$ cat src/rtl/lpht_fifo.sv
// two entry queue between the front end and the probe engine
`timescale 1ns / 1ps

module lpht_fifo #(
    parameter int WIDTH = 70
) (
    input  logic             i_clk,
    input  logic             i_rst_n,
    input  logic             i_push,
    input  logic [WIDTH-1:0] i_data,
    output logic             o_full,
    output logic             o_valid,
    input  logic             i_pop,
    output logic [WIDTH-1:0] o_data
);

    localparam int DEPTH = 2;
    localparam int PTR_W = $clog2(DEPTH);
    localparam int CNT_W = $clog2(DEPTH + 1);

    logic [WIDTH-1:0] r_mem [DEPTH];
    logic [PTR_W-1:0] r_wr;
    logic [PTR_W-1:0] r_rd;
    logic [CNT_W-1:0] r_cnt;
    logic             do_push;
    logic             do_pop;

    assign o_full  = (r_cnt == CNT_W'(DEPTH));
    assign o_valid = (r_cnt != '0);
    assign o_data  = r_mem[r_rd];
    assign do_push = i_push && !o_full;
    assign do_pop  = i_pop && o_valid;

    always_ff @(posedge i_clk) begin
        if (do_push) begin
            r_mem[r_wr] <= i_data;
        end
    end

    always_ff @(posedge i_clk) begin
        if (!i_rst_n) begin
            r_wr  <= '0;
            r_rd  <= '0;
            r_cnt <= '0;
        end else begin
            if (do_push) begin
                r_wr <= r_wr + 1'b1;
            end
            if (do_pop) begin
                r_rd <= r_rd + 1'b1;
            end
            case ({do_push, do_pop})
                2'b10:   r_cnt <= r_cnt + 1'b1;
                2'b01:   r_cnt <= r_cnt - 1'b1;
                default: r_cnt <= r_cnt;
            endcase
        end
    end

endmodule

$ cat config.mk
export PLATFORM = sky130hd
export DESIGN_NAME = lpht_fifo
export DESIGN_NICKNAME = d
export VERILOG_FILES = /design/src/rtl/lpht_fifo.sv
export SDC_FILE = /design/constraint.sdc
export NUM_CORES = 1
export LEC_CHECK = 0
export ABC_AREA = 1
export BUFFER_PORTS_ARGS = -buffer_cell sky130_fd_sc_hd__buf_2
export CAP_MARGIN = 20
export CORE_ASPECT_RATIO = 0.7
export CORE_UTILIZATION = 48
export CTS_BUF_LIST = sky130_fd_sc_hd__clkbuf_8
export DETAILED_ROUTE_END_ITERATION = 12
export HOLD_SLACK_MARGIN = 0.05
export PLACE_DENSITY = 0.77
export SKIP_LAST_GASP = 1
export SLEW_MARGIN = 20
export SYNTH_ARGS = -nofsm -noshare
export SYNTH_HDL_FRONTEND = slang
export SYNTH_SLANG_ARGS = --single-unit
$ cat constraint.sdc
create_clock -name i_clk -period 9.4 [get_ports i_clk]
set_input_delay 0.94 -clock i_clk [delete_from_list [all_inputs] [get_ports i_clk]]
set_output_delay 0.94 -clock i_clk [all_outputs]
set_load 0.005 [all_outputs]
==> impl_summary.txt <==
----------------------------------------------------
[Status]
  Result of the run ... finished clean

[Worst setup path]
  Critical Path, Cell by Cell ... buf_4 -> mux2_4 -> buf_2
  Max Fanout on Critical Path ... 42
  CP Capture Type ... output pin
  Arrival @ worst endpoint ... 2.40 ns
  Critical Setup Path Class ... flop to output pin
  Slowest stage delay, CP ... 0.72 ns
  Slowest stage cell, crit path ... sky130_fd_sc_hd__buf_4
  Kind of launch point of the worst setup path ... flop
  Worst Path Required ... 8.46 ns

[Cells and area]
  Ratio of cells with drive above 1 in the final layout ... 58.92%
  Number of nets in the layout ... 490
  Final Instance Area ... 6845 um2
  Final cell count without fillers ... 579
  Most common library cell in the layout ignoring fill and taps ... sky130_fd_sc_hd__buf_2
  Commonest non-fill, non-tap cells in the layout ... sky130_fd_sc_hd__buf_2 (145), sky130_fd_sc_hd__edfxtp_1 (140), sky130_fd_sc_hd__mux2_4 (70)
  Area grow syn2layout ... 21.17%
  Antenna cell count ... 0

[Timing]
  Slew Limit Fails ... 0
  Max Clk Rate ... 299.4 MHz
  Post-route fraction of the period consumed by the critical path ... 35.53%
  Setup Total Neg Slack ... 0 ns
  Slew @ Worst Pin ... 0.9382 ns
  Number of failing hold endpoints at the final stage ... 0
  Fin Clk Skew ... 0.008992 ns
  Final setup vio count ... 0
  Unrepaired setup endpoints after global routing ... false
  Crit path time final ... 3.340 ns
  Max-slew headroom at the worst pin ... 37.45%
  Setup slack after layout ... 6.060 ns

[Power and ir drop]
  Largest vdd supply drop ... 0.1469 mV
  Total power divided by cell area ... 236.0 nW/um2
  Leakage ... 2.729 nW

[CTS]
  TritonCTS clock tree ... done
  Total of cells resized after clock tree synthesis ... 0
  CTS Buf Count ... 17
  Num Clock Sinks ... 145
  Clock root cell ... sky130_fd_sc_hd__clkbuf_8
  Max clock buf depth ... 2
  Source-to-sink clock delay at the later pin of the worst-skew pair ... 0.42 ns
  Post-CTS Setup Inserts ... 0
  Clock slew seen by the registers of the worst setup and hold paths ... 0.08 ns
  H-tree Lvls ... 4
  Hold buffers post-CTS ... 0

[Synthesis]
  Library cell occupying the most area in the post-synthesis netlist ... sky130_fd_sc_hd__edfxtp_1
  Top cells by area, synth ... sky130_fd_sc_hd__edfxtp_1 (74%), sky130_fd_sc_hd__mux2_4 (19%), sky130_fd_sc_hd__buf_12 (2.5%), sky130_fd_sc_hd__dfxtp_1 (1.8%), sky130_fd_sc_hd__nor2_1 (0.80%)
  Net count after synthesis ... 331
  Yosys warning count ... 0
  Seq/Total Area, Yosys ... 76.19%
  Syn Inst Count ... 256
  Flip-flop and latch count after synthesis ... 145
  Post-synthesis instance area ... 5649 um2
  Unique masters post-synth ... 14
  Avg Cell Area, Syn ... 22.07 um2
  Share of the synthesized area in the top cell type ... 74.42%

[Global route]
  Number of global-route vias before repair ... 2890
  Maximum number of pins on one net before global-route repair ... 71
  Global-route wire length before repair ... 14210 um
  Layer carrying the most global-route usage ... met2
  Met2 usage ... 24.56%
  Met3 layer usage reported by global route ... 7.444%
  Global-route total usage across every layer ... 15.89%
  Met1 layer usage reported by global route ... 19.80%
  Final global-route overflow total ... 0
  Number of antenna violations at the first check in global routing ... 2

[Place]
  Count of placed standard cells including taps ... 549
  HPWL after detailed placement ... 6049 um
  Quantity of I/O buffers inserted on ports ... 145
  Pre-CTS setup slack ... 6.434 ns
  DP Area ... 6449 um2
  Final GP Congestion ... 0.7892

[Die]
  CORE AREA ... 11250 um2
  X dimension of the die ... 131.7 um
  Starting density of the core ... 50.21%
  Die height ... 92.77 um
  Die Area ... 12210 um2
  Number of rows in the core area ... 32
  Total I/O pin count ... 146

[Route]
  Routed wirelength normalized by instance count ... 16.01 um
  ANT nets after route ... 0
  Remaining design rule violation count ... 0
  First-pass iteration count of the detailed router ... 5
  Mean number of vias per cell ... 4.682
  Vias after detailed routing ... 2711
  Initial DRC count ... 172
  Final routed wirelength across all metal layers ... 9269 um

[Flow run]
  Max-capacitance violation count ... 0

[Min path]
  Hold WC Path Type ... flop to flop

----------------------------------------------------
-- power breakdown --
part	internal, mW	switching (mW)
Clock	0.260	0.226
Combinational	0.173	0.133
Sequential	0.791	0.0333
-- final cells by class --
class,instances,area (um2)
fill,841,4405
sequential,145,4308
multi-input combinational,96,1175
inverter,7,26.28
timing repair buffer,148,748.2
tap,153,191.4
clock inverter,13,162.7
clock buffer,17,234.0
-- kinds of logic after synthesis --
| group | after synthesis | synth area share [%] |
|---|---|---|
| AOI/OAI and AO/OA | 3 | 0.3100 |
| adders and majority gates | 1 | 0.2214 |
| buffers and inverters | 15 | 3.145 |
| DFF | 145 | 76.19 |
| muxes | 70 | 18.60 |
| and+or+nand+nor | 22 | 1.528 |
-- critical path, delay by kind of cell (launching register included) --
| kind | cells | cell delay (ns) |
|---|---|---|
| buf+inv | 2 | 0.85 |
| flops | 1 | 0.70 |
| mux | 1 | 0.37 |
-- per-layer routing --
metal,routed length [um],share of wire (%),vias up
met5,0,0,-
met4,83,0.90,0
met3,852,9.2,9
met2,4210,45,111
met1,4122,44,1289
li1,-,-,1302
-- cells in the mapped netlist, drive strengths merged --
cell type / n
dfxtp: 5
mux2: 70
nor2: 12
o21ai: 1
ha: 1
nand3: 1
buf: 8
nand4: 1
a21oi: 1
inv: 7
o21a: 1
nand2: 8
edfxtp: 140
-- stage by stage --
| stage | hold slack (ns) | power (mW) | utilization [%] |
|---|---|---|---|
| 2_1_floorplan | 0.4514 | 1.058 | - |
| 3_3_place_gp | 0.4723 | 1.141 | 57.32 |
| 3_5_place_dp | 0.5069 | 1.151 | 57.32 |
| 4_1_cts | 0.5276 | 1.636 | 60.84 |
| 5_1_grt | 0.5487 | 1.688 | 60.84 |
| 6_report | 0.5293 | 1.616 | 60.84 |
-- final timing paths --
kind / startpoint / to / slack (ns) / cells after the start
setup / recovery: flop / o_data[41] / 6.06 / 3
hold / removal: r_rd$_SDFFE_PN0P_ / r_rd$_SDFFE_PN0P_ / 0.53 / 2
setup reg to reg: r_cnt[0]$_SDFFE_PN0P_ / r_mem[1][50]$_DFFE_PP_ / 7.06 / 5
hold reg to reg: r_rd$_SDFFE_PN0P_ / r_rd$_SDFFE_PN0P_ / 0.53 / 2
-- flip-flops by register name (all words and copies together) (netlist names), named ones only --
| name | count |
|---|---|
| r_mem | 140 |
| r_rd | 1 |
| r_wr | 1 |
| r_cnt | 2 |
Note: power is estimated with default switching activity, not from simulation.
