`src/rtl/lpht_pkg.sv`:
```
// shared types and constants for the linear probing hash table
`timescale 1ns / 1ps

package lpht_pkg;

    localparam int KEY_W = 31;
    localparam int VAL_W = 32;

    localparam logic REQ_LOOKUP = 1'b0;
    localparam logic REQ_INSERT = 1'b1;

    localparam logic signed [VAL_W-1:0] MISS_VALUE = '1;

    typedef enum logic [2:0] {
        ST_HIT     = 3'd0,
        ST_MISS    = 3'd1,
        ST_NEW     = 3'd2,
        ST_UPDATED = 3'd3,
        ST_FULL    = 3'd4
    } t_status;

    typedef struct packed {
        logic                    req_type;
        logic [KEY_W-1:0]        key;
        logic signed [VAL_W-1:0] value;
    } t_req;

    typedef struct packed {
        t_status                 status;
        logic signed [VAL_W-1:0] read_value;
    } t_rsp;

endpackage

```
`src/rtl/lpht_front.sv`:
```
// front end: takes request beats and works out the home slot
`timescale 1ns / 1ps

module lpht_front
    import lpht_pkg::*;
#(
    parameter int SLOTS  = 128,
    parameter int SLOT_W = 7
) (
    input  logic                       i_clk,
    input  logic                       i_rst_n,
    input  logic                       i_valid,
    output logic                       o_ready,
    input  t_req                       i_req,
    output logic                       o_q_valid,
    input  logic                       i_q_full,
    output logic [$bits(t_req)+SLOT_W-1:0] o_q_data
);

    localparam bit              IS_POW2 = (SLOTS & (SLOTS - 1)) == 0;
    localparam logic [SLOT_W:0] SLOTS_X = (SLOT_W + 1)'(SLOTS);
    // floor of 2^32 / SLOTS, quotient estimate comes out low by at most one
    localparam logic [31:0]     RECIP   = 32'(64'h1_0000_0000 / SLOTS);
    localparam int              PROD_W  = KEY_W + 32;

    typedef enum logic [1:0] {
        F_IDLE,
        F_MUL,
        F_MOD,
        F_PUSH
    } t_fstate;

    t_fstate               r_state;
    t_req                  r_req;
    logic [SLOT_W-1:0]     r_rem;
    logic [SLOT_W:0]       r_quo;
    logic [PROD_W-1:0]     prod;
    logic [SLOT_W:0]       quo_mul;
    logic [SLOT_W-1:0]     mod_next;
    logic [SLOT_W:0]       rem;
    logic                  accept;

    assign accept    = i_valid && o_ready;
    assign o_ready   = (r_state == F_IDLE);
    assign o_q_valid = (r_state == F_PUSH);
    assign o_q_data  = {r_req, r_rem};

    // reciprocal multiply for the quotient, then only low bits are needed:
    // key - quotient * SLOTS lies below 2 * SLOTS, one conditional subtract ends it
    assign prod     = PROD_W'(r_req.key) * PROD_W'(RECIP);
    assign quo_mul  = r_quo * SLOTS_X;
    assign rem      = r_req.key[SLOT_W:0] - quo_mul;
    assign mod_next = (rem >= SLOTS_X) ? SLOT_W'(rem - SLOTS_X) : rem[SLOT_W-1:0];

    always_ff @(posedge i_clk) begin
        if (!i_rst_n) begin
            r_state <= F_IDLE;
        end else begin
            case (r_state)
                F_IDLE: begin
                    if (accept) begin
                        r_req <= i_req;
                        if (IS_POW2) begin
                            r_rem   <= i_req.key[SLOT_W-1:0];
                            r_state <= F_PUSH;
                        end else begin
                            r_state <= F_MUL;
                        end
                    end
                end
                F_MUL: begin
                    r_quo   <= prod[32+SLOT_W:32];
                    r_state <= F_MOD;
                end
                F_MOD: begin
                    r_rem   <= mod_next;
                    r_state <= F_PUSH;
                end
                F_PUSH: begin
                    if (!i_q_full) begin
                        r_state <= F_IDLE;
                    end
                end
                default: begin
                    r_state <= F_IDLE;
                end
            endcase
        end
    end

endmodule

```
`config.mk`:
```
export PLATFORM = sky130hd
export DESIGN_NAME = lpht_front
export DESIGN_NICKNAME = d
export VERILOG_FILES = /design/src/rtl/lpht_pkg.sv /design/src/rtl/lpht_front.sv
export SDC_FILE = /design/constraint.sdc
export NUM_CORES = 1
export LEC_CHECK = 0
export BUFFER_PORTS_ARGS = -buffer_cell sky130_fd_sc_hd__buf_4
export CAP_MARGIN = 20
export CORE_ASPECT_RATIO = 2
export CORE_MARGIN = 2
export CORE_UTILIZATION = 44
export CTS_BUF_LIST = sky130_fd_sc_hd__clkbuf_4 sky130_fd_sc_hd__clkbuf_8
export CTS_CLUSTER_SIZE = 10
export DETAILED_ROUTE_END_ITERATION = 6
export GPL_ROUTABILITY_DRIVEN = 0
export GPL_TIMING_DRIVEN = 0
export PLACE_DENSITY = 0.9
export SYNTH_ARGS = -nofsm -noshare
export SYNTH_HDL_FRONTEND = slang
export SYNTH_SLANG_ARGS = --single-unit
```
`constraint.sdc`:
```
create_clock -name i_clk -period 12.55 [get_ports i_clk]
set_clock_uncertainty 0.1 [all_clocks]
set_input_delay 1.8825 -clock i_clk [delete_from_list [all_inputs] [get_ports i_clk]]
set_output_delay 1.8825 -clock i_clk [all_outputs]
set_load 0.05 [all_outputs]
```
==> flow_metrics.py, run 1 <==
metrics = {
    "clocking": {
        "ctsRootBufferMaster": "clkbuf_8",
        "post_cts_buffers": 0,
        "clock_path_buffers": 2,
        "cts_sinks": 73,
        "clock_latency_ps": 330,
        "cts_tree": "yes",
        "cts_htree_levels": 3,
        "clk_pin_slew_worst_paths_ps": 70,
        "cts_resized": 0,
        "hold_buffers": 0,
        "numCtsBuffers": 9,
    },
    "final_layout": {
        "final_layout_size_suffix_gt1_share_pct": 66.41,
        "multi_input_area_sq_um": 183.9,
        "ff_latch_area_sq_mm": 0.002172,
        "utilization_pct": 72.32,
        "design_area_sq_mm": 0.003750,
        "final-instance-count-excl-fill": 314,
        "nets": 320,
        "area_growth_pct": 58.57,
        "n_fill_cell": 341,
        "n_antenna_cell": 0,
    },
    "floorplan": {
        "boundaryPins": 141,
        "rows": 37,
        "die_w_um": 55.84,
        "start_util_pct": 45.61,
        "fp.dieArea_sq_mm": 0.006013,
        "die_h_um": 107.7,
        "core_area_sq_mm": 0.005185,
    },
    "yosys": {
        "synth_area_sq_mm": 0.002365,
        "syn_area_per_cell_sq_um": 25.16,
        "synth_nets": 162,
        "synth_cell_type_count": 15,
        "ys_seq_area_share_pct": 91.85,
        "syn_inst": 94,
        "ys_ff_latch": 73,
        "yosysWarningCount": 0,
    },
    "drt": {
        "dr.pass1.iters": 4,
        "viasPerCell": 4.643,
        "routed_wl_um": 5424,
        "via_count": 1458,
        "ant_nets": 0,
        "wl_per_cell_um": 17.27,
        "post-route-drc-count": 0,
        "dr.first_iter.drc_count": 38,
    },
    "sta": {
        "finalSetupTns_ps": 0,
        "fin_crit_ps": 3375,
        "fmax_ghz": 0.2963,
        "hold_violations": 0,
        "tightest_slew_ps": 886.1,
        "finalSetupViolCount": 0,
        "max_slew_margin_pct": 40.47,
        "fin_crit_sh_pct": 26.89,
        "slew_violations": 0,
        "rsz0062_at_grt": "false",
    },
    "min_path": {
        "hold_depth": 1,
        "worstHoldStart": "o_q_data[41]",
        "worstHoldEndpoint": "r_rem[2]",
        "hold_class": "flip-flop to flip-flop",
    },
    "critical_path": {
        "worstPathArrival_ps": 3310,
        "crit_path_top_delay_cell": "nor4b_2",
        "end_kind": "flip-flop",
        "regToRegStartpoint": "r_state[1]",
        "crit_top_cell": "buf_4",
        "required_ps": 12480,
        "cp_max_fo": 10,
        "reg2reg_depth": 4,
        "cp_top_family": "buffers and inverters",
        "crit_path_start_kind": "input port",
        "cp_cell_sequence": "buf_4, inv_1, nor4b_2, buf_4, buf_4, buf_4",
        "worstSetupPathType": "input port to flip-flop",
        "timing.rr.end": "o_q_data[35]",
        "path_buf_inv": 5,
        "max_stage_delay_ps": 560,
        "r2r_slack_ps": 10460,
    },
    "grt": {
        "grt_pass1_vias": 1493,
        "track_usage_pct": 18.50,
        "overflow": 0,
        "grt_max_degree": 12,
        "grt_pass1_wl_um": 7797,
        "antenna_found_initial": 0,
    },
    "power": {
        "powerDensity_mw_per_mm2": 147.2,
        "power_leakage_nw": 1.570,
        "peakVddDrop_v": 0.0001320,
    },
    "placement": {
        "hpwl_um": 4361,
        "placed_cells": 299,
        "placed_area_sq_mm": 0.003547,
        "port_buffers": 140,
    },
    "run_status": {
        "status": "completed",
    },
    "job": {
        "cap_violations": 0,
    },
}
cell type report:
cell class	instances	area share, %
Inverter	1	0.1001
Timing Repair Buffer	147	29.43
Clock inverter	5	1.902
Buffer	1	0.3003
Sequential cell	73	57.92
Clock buffer	10	3.504
Tap cell	58	1.935
Multi-Input combinational cell	19	4.905
per-layer routing:
metal,vias to the layer above,part of all wire [%],GRT usage (%)
met2,59,61,33.42
met3,6,4.8,6.010
met5,-,0,0
met4,0,1.7,9.694
met1,708,33,18.48
li1,685,-,-
worst max-delay path by stage:
stage | start | to | slack, ps | cells after the start
4_1_cts | i_rst_n | o_q_data[35] | 9170 | 6
6_report | i_rst_n | o_q_data[35] | 9170 | 6
5_1_grt | i_rst_n | o_q_data[35] | 9040 | 6
3_3_place_gp | i_rst_n | o_q_data[21] | 1240 | 3
3_5_place_dp | i_rst_n | o_q_data[62] | 8800 | 6
2_1_floorplan | i_rst_n | o_q_data[10] | 3210 | 2
cells in the final DEF (no fill, tap or decap), drive strengths merged:
master  count
and2        1
bufinv      2
edfxtp     71
clkbuf     10
buf       148
dfxtp       2
nor2        2
nor4b       1
mux2        7
nor2b       2
inv         1
nand2       1
a211oi      1
o21ai       1
clkinv      3
nor3        2
nand3b      1
cell families (layout without fill, tap and decap cells):
| family | count (synthesis) | in the layout | synth area share (%) |
|---|---|---|---|
| mux | 7 | 7 | 4.444 |
| compound gates | 2 | 2 | 0.5290 |
| flops | 73 | 73 | 91.85 |
| buf+inv | 2 | 164 | 0.6347 |
| simple gates | 10 | 10 | 2.540 |
synthesized netlist by cell type:
library cell  number  area share (%)
a211oi_1           1            0.32
and2_2             1            0.32
buf_6              1            0.48
dfxtp_1            2             1.7
edfxtp_1          71              90
inv_1              1            0.16
mux2_4             7             4.4
nand2_1            1            0.16
nand3b_1           1            0.32
nor2_1             2            0.32
nor2b_1            1            0.26
nor2b_2            1            0.37
nor3_1             2            0.42
nor4b_1            1            0.37
o21ai_0            1            0.21
registers in the layout (all words and copies together) (netlist names):
signal / cells
r_rem: 7
r_state: 2
o_q_data: 64
through the flow:
| stage | hold WS (ps) | worst slack (ps) | total power [mW] |
|---|---|---|---|
| after detailed placement | 472.3 | 8797 | 0.3719 |
| after floorplan | 402.5 | 3207 | 0.3371 |
| after CTS | 485.7 | 9166 | 0.5578 |
| final | 485.7 | 9175 | 0.5520 |
| after global placement | 435.2 | 1235 | 0.3698 |
| after global routing | 495.8 | 9044 | 0.5713 |
report_power, final:
group / switching (mW) / internal (mW)
Combinational: 0.0491 / 0.0320
Clock: 0.0751 / 0.111
Sequential: 0.00434 / 0.280
(Power assumes the default switching activity.)
==> inputs of run 2 (changes only) <==
--- a/config.mk
+++ b/config.mk
@@ -9,13 +9,13 @@
 export CAP_MARGIN = 20
 export CORE_ASPECT_RATIO = 2
 export CORE_MARGIN = 2
-export CORE_UTILIZATION = 44
+export CORE_UTILIZATION = 40
 export CTS_BUF_LIST = sky130_fd_sc_hd__clkbuf_4 sky130_fd_sc_hd__clkbuf_8
 export CTS_CLUSTER_SIZE = 10
 export DETAILED_ROUTE_END_ITERATION = 6
 export GPL_ROUTABILITY_DRIVEN = 0
 export GPL_TIMING_DRIVEN = 0
-export PLACE_DENSITY = 0.9
+export PLACE_DENSITY = 0.87
 export SYNTH_ARGS = -nofsm -noshare
 export SYNTH_HDL_FRONTEND = slang
 export SYNTH_SLANG_ARGS = --single-unit
==> constraint.sdc (replaced) <==
create_clock -name i_clk -period 2.9 [get_ports i_clk]
set_clock_uncertainty 0.1 [all_clocks]
set_input_delay 0.435 -clock i_clk [delete_from_list [all_inputs] [get_ports i_clk]]
set_output_delay 0.435 -clock i_clk [all_outputs]
set_load 0.05 [all_outputs]
==> run 2 against run 1 <==
Against the previous run: routed wire length fell by 1.2%; sequential share of layout area shrank 0.12 points; setup slack got worse by 8500 ps; utilization shrank 6.5 points; count of clock-buffer cells in the layout fell by 1; sequential cell count stayed put; final area up 0.20%; critical endpoint is now o_q_data[52]; non-clock buffer count is 4 lower; via count is 1.6% higher; register-to-register slack got worse by 9800 ps; largest power group unchanged; global-route usage shrank 1.8 points.
==> flow_metrics.py, run 2 (same netlist as run 1, synthesis figures left out) <==
metrics = {
    "final_layout": {
        "ff_latch_area_sq_mm": 0.002172,
        "n_antenna_cell": 0,
        "final-instance-count-excl-fill": 314,
        "largest_reg_flops": 64,
        "layout_common_cells": "buf_4, edfxtp_1, clkbuf_8, mux2_4, buf_6",
        "n_fill_cell": 386,
        "multi_input_area_sq_um": 192.7,
        "area_growth_pct": 58.89,
        "nets": 316,
        "final_layout_size_suffix_gt1_share_pct": 67.59,
        "design_area_sq_mm": 0.003757,
        "final_common_cell": "buf_4",
    },
    "power": {
        "clkPwrFrac_pct": 32.8,
        "power_switching_uw": 604.5,
        "seqPwrFrac_pct": 52.2,
        "powerDensity_mw_per_mm2": 627.8,
        "peakVddDrop_v": 0.0005348,
        "netSwitchingFraction_pct": 25.63,
        "power_leakage_nw": 1.551,
        "p_comb_share_pct": 14.9,
        "p_int_mw": 1.754,
    },
    "sta": {
        "rsz0062_at_grt": "false",
        "fin_crit_sh_pct": 76.72,
        "max_slew_margin_pct": 32.65,
        "finalSetupViolCount": 0,
        "slew_violations": 0,
        "fmax_ghz": 0.4495,
        "fin_crit_ps": 2225,
        "hold_ws_ps": 164.4,
        "hold_violations": 0,
        "tightest_slew_ps": 1006,
    },
    "placement": {
        "placed_cells": 298,
        "hpwl_um": 4237,
        "port_buffers": 140,
        "placed_area_sq_mm": 0.003553,
    },
    "critical_path": {
        "crit_path_top_delay_cell": "nor4b_4",
        "cp_cell_sequence": "nor4b_4, buf_6, buf_6",
        "cp_max_fo": 18,
        "worstPathArrival_ps": 2160,
        "crit_path_start_kind": "flip-flop",
        "max_stage_delay_ps": 900,
        "worstSetupPathType": "flip-flop to flip-flop",
        "crit_top_cell": "buf_6",
        "end_kind": "flip-flop",
        "path_buf_inv": 2,
        "required_ps": 2840,
        "cp_top_family": "simple AND/OR/NAND/NOR gates",
    },
    "drt": {
        "dr.first_iter.drc_count": 53,
        "post-route-drc-count": 0,
        "viasPerCell": 4.720,
        "dr.pass1.iters": 4,
        "ant_nets": 0,
        "via_count": 1482,
        "routed_wl_um": 5361,
        "wl_per_cell_um": 17.07,
    },
    "grt": {
        "overflow": 0,
        "grt_max_degree": 19,
        "grt_pass1_vias": 1594,
        "grt_pass1_wl_um": 7859,
        "antenna_found_initial": 0,
        "grt_util_met3_pct": 7.543,
        "track_usage_pct": 16.67,
        "met2_usage_pct": 28.01,
        "grt_busiest_layer": "met2",
        "grt_use_met1_pct": 16.18,
    },
    "floorplan": {
        "core_area_sq_mm": 0.005709,
        "boundaryPins": 141,
        "start_util_pct": 41.42,
        "die_w_um": 58.37,
        "die_h_um": 112.7,
        "rows": 39,
        "fp.dieArea_sq_mm": 0.006580,
    },
    "job": {
        "cap_violations": 0,
    },
    "clocking": {
        "clock_path_buffers": 2,
        "cts_tree": "yes",
        "numCtsBuffers": 9,
        "cts_resized": 0,
        "cts_htree_levels": 3,
        "clk_pin_slew_worst_paths_ps": 80,
        "clock_latency_ps": 340,
        "hold_buffers": 0,
        "ctsRootBufferMaster": "clkbuf_8",
        "post_cts_buffers": 0,
        "cts_sinks": 73,
    },
    "min_path": {
        "hold_class": "input port to flip-flop",
    },
    "run_status": {
        "status": "completed",
    },
}
[run 2: power by group through the flow]
stage | Sequential (mW) | Clock [mW] | Combinational, mW
floorplan | 1.39 | 0 | 0.0627
CTS | 1.23 | 0.801 | 0.356
detailed placement | 1.26 | 0 | 0.355
finish | 1.23 | 0.774 | 0.353
global placement | 1.26 | 0 | 0.341
global route | 1.24 | 0.835 | 0.367
[run 2: area by class of cell]
cell class              count  share of cell area (%)
well taps                  61                   2.031
plain buffers               1                  0.2997
multi-input cells          19                   5.128
clock buffers               9                   3.297
flip-flops and latches     73                   57.81
repair buffers            143                   28.87
clock inverters             7                   2.131
inverters                   1                  0.4329
[run 2: through the flow]
step                TNS (ps)  setup slack [ps]  util (%)  power, mW
floorplan             -14570            -227.6         -      1.456
global placement      -60800            -953.8     61.65      1.599
detailed placement         0             439.0     62.24      1.611
CTS                        0             662.1     65.81      2.389
global route               0             544.8     65.81      2.439
finish                     0             675.2     65.81      2.359
[run 2: final timing paths]
path / slack [ps] / depth (start not counted) / to / from
hold reg to reg: 490 / 1 / r_rem[1] / o_q_data[40]
setup reg to reg: 680 / 3 / o_q_data[52] / r_state[1]
setup / recovery: 680 / 3 / o_q_data[52] / r_state[1]
hold / removal: 160 / 1 / o_q_data[13] / i_req[6]
[run 2: per-layer routing]
layer  up-vias  part of all wire, %
li1        682                    -
met1       681                   33
met2       100                   53
met3        19                   11
met4         0                  3.3
met5         -                    0
==> inputs of run 3 (changes only) <==
--- a/config.mk
+++ b/config.mk
@@ -5,6 +5,7 @@
 export SDC_FILE = /design/constraint.sdc
 export NUM_CORES = 1
 export LEC_CHECK = 0
+export ABC_AREA = 1
 export BUFFER_PORTS_ARGS = -buffer_cell sky130_fd_sc_hd__buf_4
 export CAP_MARGIN = 20
 export CORE_ASPECT_RATIO = 2
==> constraint.sdc (replaced) <==
create_clock -name i_clk -period 1.9 [get_ports i_clk]
set_clock_uncertainty 0.1 [all_clocks]
set_input_delay 0.285 -clock i_clk [delete_from_list [all_inputs] [get_ports i_clk]]
set_output_delay 0.285 -clock i_clk [all_outputs]
set_load 0.05 [all_outputs]
==> run 3 against run 2 <==
Against the previous run: cell count is 11% higher; setup slack lost 440 ps; sequential power up 53%; worst hold slack got worse by 140 ps; combinational power grew 59%; maximum frequency rose by 33%; critical path type unchanged; critical endpoint is now o_q_data[34]; clock power increased by 28%; die area decreased by 1.2%; final area up 2.9%; sequential cell count unchanged; highest routed layer unchanged.
==> flow_metrics.py, run 3 <==
metrics = {
    "run_status": {
        "status": "completed",
    },
    "critical_path": {
        "end_kind": "flip-flop",
        "worstSetupPathType": "flip-flop to flip-flop",
        "regToRegStartpoint": "r_state[0]",
        "worstPathArrival_ps": 1600,
        "r2r_slack_ps": 230,
        "crit_path_start_kind": "flip-flop",
        "crit_top_cell": "nor2_4",
        "crit_path_top_delay_cell": "nor2_4",
        "path_buf_inv": 2,
        "timing.rr.end": "o_q_data[34]",
        "max_stage_delay_ps": 420,
        "cp_max_fo": 34,
        "required_ps": 1830,
        "cp_cell_sequence": "nor2_4, inv_2, nor2_4, buf_12",
        "reg2reg_depth": 4,
        "cp-endpoint": "o_q_data[34]",
        "crit_start": "r_state[0]",
        "cp_top_family": "simple AND/OR/NAND/NOR gates",
        "crit_cells": 4,
    },
    "sta": {
        "finalSetupViolCount": 0,
        "slew_violations": 0,
        "finalSetupTns_ps": 0,
        "fmax_ghz": 0.5996,
        "max_slew_margin_pct": 49.03,
        "fin_crit_sh_pct": 87.78,
        "fin_crit_ps": 1668,
        "hold_violations": 0,
        "tightest_slew_ps": 763.7,
        "rsz0062_at_grt": "false",
    },
    "yosys": {
        "ys_seq_area_share_pct": 93.03,
        "yosysWarningCount": 0,
        "synth_top_area_cell": "edfxtp_1",
        "synth_nets": 179,
        "synth.top_cell.area_share_pct": 91.32,
        "postSynth.asyncResetShare_pct": 0,
        "synth_edf_count": 71,
        "synth_compound_area_share_pct": 0.6431,
        "synthSimpleGateAreaFrac_pct": 5.359,
        "yosysMostFrequentCell": "edfxtp_1",
        "synthTopCellsByCount": "edfxtp_1, nand2_1, nand3_1",
        "syn_inst": 111,
        "yosys.area_share.adder_pct": 0,
        "syn_area_per_cell_sq_um": 21.03,
        "synthXorXnorAreaFrac_pct": 0,
        "synth_top_family_by_area": "simple AND/OR/NAND/NOR gates",
        "synth_flop_cell": "edfxtp_1",
        "synth_area_sq_mm": 0.002335,
        "synth_mux_area_share_pct": 0,
        "synth_cell_type_count": 12,
        "ys_ff_latch": 73,
        "synth_area_leaders": "edfxtp_1, nand2_1, dfxtp_1",
    },
    "drt": {
        "ant_nets": 0,
        "viasPerCell": 4.629,
        "via_count": 1620,
        "routed_wl_um": 5871,
        "wl_per_cell_um": 16.77,
        "post-route-drc-count": 0,
        "dr.pass1.iters": 4,
        "dr.first_iter.drc_count": 105,
    },
    "job": {
        "cap_violations": 0,
    },
    "power": {
        "clkPwrFrac_pct": 29.0,
        "power_leakage_nw": 1.634,
        "seqPwrFrac_pct": 54.7,
        "netSwitchingFraction_pct": 25.61,
        "p_comb_share_pct": 16.3,
        "power_switching_uw": 878.2,
        "peakVddDrop_v": 0.0007635,
        "power_mw": 3.429,
        "p_int_mw": 2.551,
        "powerDensity_mw_per_mm2": 887.0,
    },
    "grt": {
        "overflow": 0,
        "antenna_found_initial": 0,
        "grt_pass1_wl_um": 8487,
        "track_usage_pct": 18.51,
        "grt_max_degree": 35,
        "grt_pass1_vias": 1658,
    },
    "min_path": {
        "hold_class": "input port to flip-flop",
    },
    "clocking": {
        "cts_htree_levels": 3,
        "cts_sinks": 73,
        "ctsRootBufferMaster": "clkbuf_8",
        "clock_path_buffers": 2,
        "clock_latency_ps": 330,
        "clk_pin_slew_worst_paths_ps": 70,
        "post_cts_buffers": 0,
        "numCtsBuffers": 9,
        "cts_tree": "yes",
    },
    "floorplan": {
        "fp.dieArea_sq_mm": 0.006501,
        "die_w_um": 58.02,
        "boundaryPins": 141,
        "rows": 39,
        "die_h_um": 112.0,
        "start_util_pct": 41.25,
        "core_area_sq_mm": 0.005660,
    },
    "placement": {
        "port_buffers": 140,
        "hpwl_um": 4077,
        "placed_cells": 313,
        "placed_area_sq_mm": 0.003498,
    },
    "final_layout": {
        "final_common_cell": "buf_4",
        "design_area_sq_mm": 0.003866,
        "final_layout_size_suffix_gt1_share_pct": 56.40,
        "area_growth_pct": 65.59,
        "largest_reg_flops": 64,
        "final-instance-count-excl-fill": 350,
        "layout_common_cells": "buf_4, edfxtp_1, dlygate4sd3_1, nand2_1, clkbuf_8",
        "n_antenna_cell": 0,
        "nets": 352,
    },
}
-- run 3: worst min-delay path by stage --
stage	slack, ps	cells after the start	startpoint	end
after floorplan	280	0	i_req[3]	o_q_data[10]
after global placement	360	1	i_req[63]	o_q_data[70]
after detailed placement	360	1	i_req[50]	o_q_data[57]
after CTS	0.2	1	i_req[40]	o_q_data[47]
after global routing	3	1	i_req[6]	o_q_data[13]
final	30	1	i_req[40]	o_q_data[47]
-- run 3: what timing repair did --
action                                 CTS  global route
hold buffers                            19             1
gates resized for setup                  0             0
setup endpoints to repair               34             0
endpoints found under the hold margin   19             1
-- run 3: power groups by stage --
stage	Clock (mW)	Sequential (mW)	Combinational, mW
2_1_floorplan	0	2.12	0.0818
3_3_place_gp	0	1.91	0.505
3_5_place_dp	0	1.91	0.521
4_1_cts	1.03	1.88	0.559
5_1_grt	1.08	1.88	0.586
6_report	0.994	1.88	0.560
-- run 3: worst register-to-register path, cell delays in order, from the launching register on --
cell and delay, ps:
dfxtp_2 350, nor2_4 120, inv_2 80, nor2_4 420, buf_12 280
-- run 3: kinds of logic (layout without fill, tap and decap cells) --
group,Yosys count,count (layout)
flops,73,73
simple gates,30,31
compound gates,3,3
buf+inv,5,182
-- run 3: area by class of cell --
type | count | area, sq um
clock inverter | 5 | 22.52
sequential | 73 | 2173
clock buffer | 11 | 138.9
buffer | 1 | 7.507
fill | 391 | 1794
tap | 61 | 76.32
inverter | 4 | 15.01
timing repair buffer | 161 | 1271
multi-input combinational | 34 | 161.4
-- run 3: through the flow --
stage	setup WS (ps)	hold WS [ps]	util (%)
after global placement	-345.8	363.2	61.45
after detailed placement	-47.18	364.3	61.80
after CTS	208.9	0.1759	68.13
after global routing	149.5	2.668	68.30
after floorplan	-319.5	283.9	-
final	232.2	25.16	68.30
-- run 3: metal layers --
layer / up-vias / global-route usage, % / share of wire, %
li1: 763 / - / -
met1: 766 / 17.67 / 31
met2: 74 / 32.95 / 59
met3: 17 / 5.530 / 5.7
met4: 0 / 11.47 / 3.8
met5: - / 0 / 0
